[src/hmm_vit_pkg.sv]
`default_nettype none
package hmm_vit_pkg;

   localparam int MAX_STATES  = 16;
   localparam int MAX_SYMBOLS = 16;
   localparam int MAX_LEN     = 64;

   localparam int STATE_W = $clog2(MAX_STATES);
   localparam int SYM_W   = $clog2(MAX_SYMBOLS);
   localparam int TIME_W  = $clog2(MAX_LEN);
   localparam int CNT_W   = TIME_W + 1;
   localparam int REG_W   = 5;
   localparam int LP_W    = 24;

   localparam logic signed [LP_W-1:0] LP_MIN = {1'b1, {(LP_W-1){1'b0}}};
   localparam logic signed [LP_W-1:0] LP_MAX = {1'b0, {(LP_W-1){1'b1}}};

   localparam logic [1:0] CSR_NUM_STATES  = 2'd0;
   localparam logic [1:0] CSR_NUM_SYMBOLS = 2'd1;

   typedef enum logic [2:0] {
      KIND_START   = 3'd0,
      KIND_TRANS   = 3'd1,
      KIND_EMIT    = 3'd2,
      KIND_OBSERVE = 3'd3,
      KIND_END     = 3'd4
   } kind_type;

   typedef enum logic [2:0] {
      ST_IDLE,
      ST_ACS,
      ST_FIN,
      ST_SEARCH,
      ST_EMIT,
      ST_NEXT
   } fsm_type;

   typedef struct packed {
      logic [2:0]              kind;
      logic [3:0]              row_state;
      logic [3:0]              column_index;
      logic signed [LP_W-1:0]  log_value;
      logic [3:0]              symbol;
   } req_type;

   typedef struct packed {
      logic [3:0]              best_state;
      logic [5:0]              time_index;
      logic signed [LP_W-1:0]  path_log_prob;
      logic                    last;
      logic                    truncated;
      logic                    empty_res;
   } rsp_type;

   // table write broadcast to every cell
   typedef struct packed {
      logic                    wr_start;
      logic                    wr_trans;
      logic                    wr_emis;
      logic [STATE_W-1:0]      row;
      logic [STATE_W-1:0]      col;
      logic signed [LP_W-1:0]  value;
   } cell_wr_type;

   // per-cycle control broadcast to every cell
   typedef struct packed {
      logic                    load;
      logic                    shift;
      logic                    acs;
      logic                    first_p;
      logic                    finish;
      logic                    use_start;
      logic [STATE_W-1:0]      pred;
      logic [SYM_W-1:0]        sym;
      logic                    sym_ok;
   } cell_ctrl_type;

   typedef logic [MAX_STATES-1:0][STATE_W-1:0] surv_row_type;

   function automatic logic signed [LP_W-1:0] sat_add(input logic signed [LP_W-1:0] a,
                                                     input logic signed [LP_W-1:0] b);
      logic signed [LP_W:0] s;
      s = {a[LP_W-1], a} + {b[LP_W-1], b};
      if (s[LP_W] != s[LP_W-1]) begin
         sat_add = s[LP_W] ? LP_MIN : LP_MAX;
      end else begin
         sat_add = s[LP_W-1:0];
      end
   endfunction

endpackage
`default_nettype wire

[src/hmm_vit_cell.sv]
`default_nettype none
module hmm_vit_cell (
   input  wire                                  clock,
   input  wire [hmm_vit_pkg::STATE_W-1:0]        cell_id,
   input  wire                                  en,
   input  hmm_vit_pkg::cell_wr_type             wr,
   input  hmm_vit_pkg::cell_ctrl_type           ctrl,
   input  wire signed [hmm_vit_pkg::LP_W-1:0]   head_pm,
   input  wire signed [hmm_vit_pkg::LP_W-1:0]   nbr_in,
   output logic signed [hmm_vit_pkg::LP_W-1:0]  shift_out,
   output logic [hmm_vit_pkg::STATE_W-1:0]      arg_out
);
   import hmm_vit_pkg::*;

   // column of the transition table ending in this state, row of emissions
   logic signed [LP_W-1:0] trans_mem [MAX_STATES];
   logic signed [LP_W-1:0] emis_mem  [MAX_SYMBOLS];
   logic signed [LP_W-1:0] start_ff;
   logic signed [LP_W-1:0] pm_ff;
   logic signed [LP_W-1:0] shift_ff;
   logic signed [LP_W-1:0] best_ff;
   logic [STATE_W-1:0]     arg_ff;

   logic signed [LP_W-1:0] cand;
   logic signed [LP_W-1:0] em;
   logic signed [LP_W-1:0] base;

   assign cand = sat_add(head_pm, trans_mem[ctrl.pred]);
   assign em   = ctrl.sym_ok ? emis_mem[ctrl.sym] : LP_MIN;
   assign base = ctrl.use_start ? start_ff : best_ff;

   always_ff @(posedge clock) begin
      if (wr.wr_start && wr.row == cell_id) begin
         start_ff <= wr.value;
      end
      if (wr.wr_trans && wr.col == cell_id) begin
         trans_mem[wr.row] <= wr.value;
      end
      if (wr.wr_emis && wr.row == cell_id) begin
         emis_mem[wr.col] <= wr.value;
      end
      if (ctrl.load) begin
         shift_ff <= pm_ff;
      end else if (ctrl.shift) begin
         shift_ff <= nbr_in;
      end
      if (ctrl.acs && (ctrl.first_p || cand > best_ff)) begin
         best_ff <= cand;
         arg_ff  <= ctrl.pred;
      end
      if (ctrl.finish && en) begin
         pm_ff <= sat_add(base, em);
      end
   end

   assign shift_out = shift_ff;
   assign arg_out   = arg_ff;

endmodule
`default_nettype wire

[config.mk]
export PLATFORM = sky130hd
export DESIGN_NAME = hmm_vit_cell
export DESIGN_NICKNAME = d
export VERILOG_FILES = /design/src/hmm_vit_pkg.sv /design/src/hmm_vit_cell.sv
export SDC_FILE = /design/constraint.sdc
export NUM_CORES = 1
export LEC_CHECK = 0
export ABC_AREA = 1
export BUFFER_PORTS_ARGS = -buffer_cell sky130_fd_sc_hd__buf_2
export CAP_MARGIN = 20
export CORE_MARGIN = 2
export CORE_UTILIZATION = 47
export CTS_CLUSTER_DIAMETER = 150
export DETAILED_ROUTE_END_ITERATION = 16
export GPL_TIMING_DRIVEN = 0
export SLEW_MARGIN = 20
export SYNTH_ARGS = -nofsm -noshare
export SYNTH_HDL_FRONTEND = slang
export SYNTH_SLANG_ARGS = --single-unit
[constraint.sdc]
create_clock -name clock -period 10.02 [get_ports clock]
set_clock_uncertainty 0.15 [all_clocks]
set_input_delay 1.002 -clock clock [delete_from_list [all_inputs] [get_ports clock]]
set_output_delay 1.002 -clock clock [all_outputs]
set_load 0.02 [all_outputs]
==> flow_metrics.tcl <==
set metrics [dict create \
    ys_ff_latch 868 \
    synthTopCellsByArea "edfxtp_1, o21ai_0, nand2_1, nor2_1, mux2i_1" \
    hold_buffers 0 \
    cts_tree "yes" \
    seq_area_um2 26100 \
    crit_path_max_incr_delay_ns 0.73 \
    grt_remaining_overflow 0 \
    critPathSlowestCell "o21ai_0" \
    antenna_found_initial 4 \
    utilization_pct 54.9 \
    drtPass1Iterations 5 \
    cp.arrival_ns 7.22 \
    clk_latency_ns 0.67 \
    hold_ws_ns 0.363 \
    max-vdd-ir-drop_mv 0.152 \
    grt_max_degree 34 \
    setup_viol 0 \
    status "complete, no violations" \
    postRouteAntennaNets 0 \
    start_kind "primary input" \
    yosys.area.top_type "edfxtp_1" \
    hold_path.class "flip-flop to flip-flop" \
    grt_pass1_vias 25677 \
    crit_top_cell "nand2_1" \
    syn_avg_cell_area_um2 12.2 \
    routed_via_density 5.83 \
    n_antenna_cell 0 \
    cts_buffers 91 \
    path_class "primary input to flip-flop" \
    root_buffer "clkbuf_16" \
    startpoint "ctrl[6]" \
    max_slew_margin_pct 32.8 \
    clk_pin_slew_ns 0.06 \
    r2r_start "trans_mem[15][0]" \
    finalHoldViolCount 0 \
    post_cts_buffers 0 \
    die_h_um 289 \
    ys_seq_area_share_pct 68.3 \
    maxCapViolCount 0 \
    first_iter_violations 3201 \
    drc 0 \
    syn_to_final_growth_pct 15.7 \
    grt_usage_pct 27.7 \
    drive_gt1_share_pct 12.4 \
    cts_max_level 3 \
    fillers 6682 \
    cts.sinks 868 \
    required_ns 10.22 \
    period_share_pct 70.0 \
    cts_buffer_depth 3 \
    final_nets 3572 \
    place.gp.congestion 0.905 \
    place_ws_ns 2.45 \
    hp-start "pm_ff[22]" \
    ys_types 44 \
    rsz0062_at_grt "no" \
    fin_setup_tns_ns 0 \
    io_pins 132 \
    multi_input_area_um2 10700 \
    netlist_area_um2 38200 \
    tightest_slew_ns 1.01 \
    p_per_area_nw_per_um2 196 \
    cts_resized 0 \
    wl_um 116000 \
    hpwl_um 80600 \
    synth_cells 3139 \
    drv_slew 0 \
    fmax_mhz 143 \
    post-route-min-period_ns 7.01 \
    die_w_um 289 \
    wl_per_cell_um 25.7 \
    vias 26379 \
    crit_path_end_kind "flip-flop" \
    yosys_warnings 0 \
    setup_slack_ns 3.01 \
    start_util_pct 47.5 \
    io_buffers 128 \
    synth_fp_nets 3317 \
    yosysTopAreaCellShare_pct 68.3 \
    grt_pass1_wl_um 168000 \
    power_mw 8.65 \
    core_um2 80400 \
    num_rows 104 \
    p_leak_nw 16.0 \
    path_max_fanout 22 \
    die_area_um2 83500 \
]
==> Yosys cell counts, drive strengths merged <==
cell type and count:
o221ai 69, and2 4, xor2 11, a21boi 1, ha 72, o22ai 28
a31oi 1, or3 1, nand2 446, nand4 30, clkbuf 103, o211ai 124
o21a 1, inv 238, nor2 297, clkinv 1, a21oi 196, fa 2
a21o 1, mux2 1, or2 3, xnor2 23, edfxtp 868, buf 62
nor3 5, and3 1, o21ai 354, o2111ai 1, o21bai 13, mux2i 96
nand3 86
==> final cells by class <==
class / count / share of cell area, %
buffer: 165 / 1.69
clock buffer: 108 / 5.35
clock inverter: 57 / 1.22
inverter: 239 / 2.03
multi-input combinational: 1867 / 24.3
sequential: 868 / 59.0
tap: 1060 / 3.00
timing repair buffer: 162 / 3.41
==> worst max-delay path, delay by kind of cell <==
kind / cells / cell delay (ns)
AO/OA/AOI/OAI: 4 / 1.70
adder cells (fa/ha/maj): 3 / 0.90
buffers and inverters: 6 / 1.62
AND/OR/NAND/NOR: 16 / 1.95
==> layout by cell type, fill, tap and decap left out, drive strengths merged, types with 2 or more instances in the layout <==
master / synthesis / layout
ha: 72 / 72
o21ai: 354 / 354
inv: 238 / 242
xor2: 11 / 11
nand3: 86 / 86
edfxtp: 868 / 868
o21bai: 13 / 13
or2: 3 / 3
nand4: 30 / 30
a21oi: 196 / 196
bufinv: 0 / 7
o22ai: 28 / 28
and2: 4 / 4
xnor2: 23 / 23
clkbuf: 103 / 211
nand2: 446 / 446
fa: 2 / 2
buf: 62 / 224
clkinv: 1 / 44
nor2: 297 / 297
nor3: 5 / 5
o211ai: 124 / 124
o221ai: 69 / 69
clkinvlp: 0 / 3
mux2i: 96 / 96
==> routing by layer <==
| metal | share of wire (%) | track usage (%) | up-vias |
|---|---|---|---|
| li1 | - | - | 11951 |
| met1 | 42 | 39.4 | 12955 |
| met2 | 46 | 44.1 | 1293 |
| met3 | 9.7 | 4.62 | 176 |
| met4 | 2.6 | 7.87 | 4 |
| met5 | 0.025 | 0 | - |
==> logic make-up (layout without fill, tap and decap cells) <==
kind of cell,Yosys count,count (layout),synth area share [%]
xor+xnor,34,34,0.780
flops,868,868,68.3
simple gates,873,873,9.43
compound gates,789,789,12.2
buf+inv,404,731,4.31
fa+ha+maj,74,74,2.47
mux,97,97,2.55
==> metrics by stage <==
stage | cells | instance area [µm²]
2_1_floorplan | 3139 | 38200
3_3_place_gp | 4327 | 40100
3_5_place_dp | 4361 | 41200
4_1_cts | 4526 | 44100
5_1_grt | 4526 | 44100
6_report | 4526 | 44100
==> path summary, 6_finish.rpt <==
| check | to | cells past startpoint | slack [ns] |
|---|---|---|---|
| setup / recovery | best_ff[8] | 29 | 3.01 |
| hold / removal | shift_out[22] | 2 | 0.36 |
| setup reg to reg | best_ff[8] | 25 | 4.45 |
| hold reg to reg | shift_out[22] | 2 | 0.36 |
==> state kept, by name, indices dropped and copies added, names as in the netlist <==
| name | count |
|---|---|
| emis_mem | 384 |
| pm_ff | 24 |
| start_ff | 24 |
| arg_out | 4 |
| best_ff | 24 |
| shift_out | 24 |
| trans_mem | 384 |
==> where the power goes <==
part,total (mW),switching [mW],internal (mW)
registers,4.13,0.0198,4.11
clock network,3.29,1.41,1.87
logic,1.23,0.850,0.377
Power figures use the tool's default switching activity.
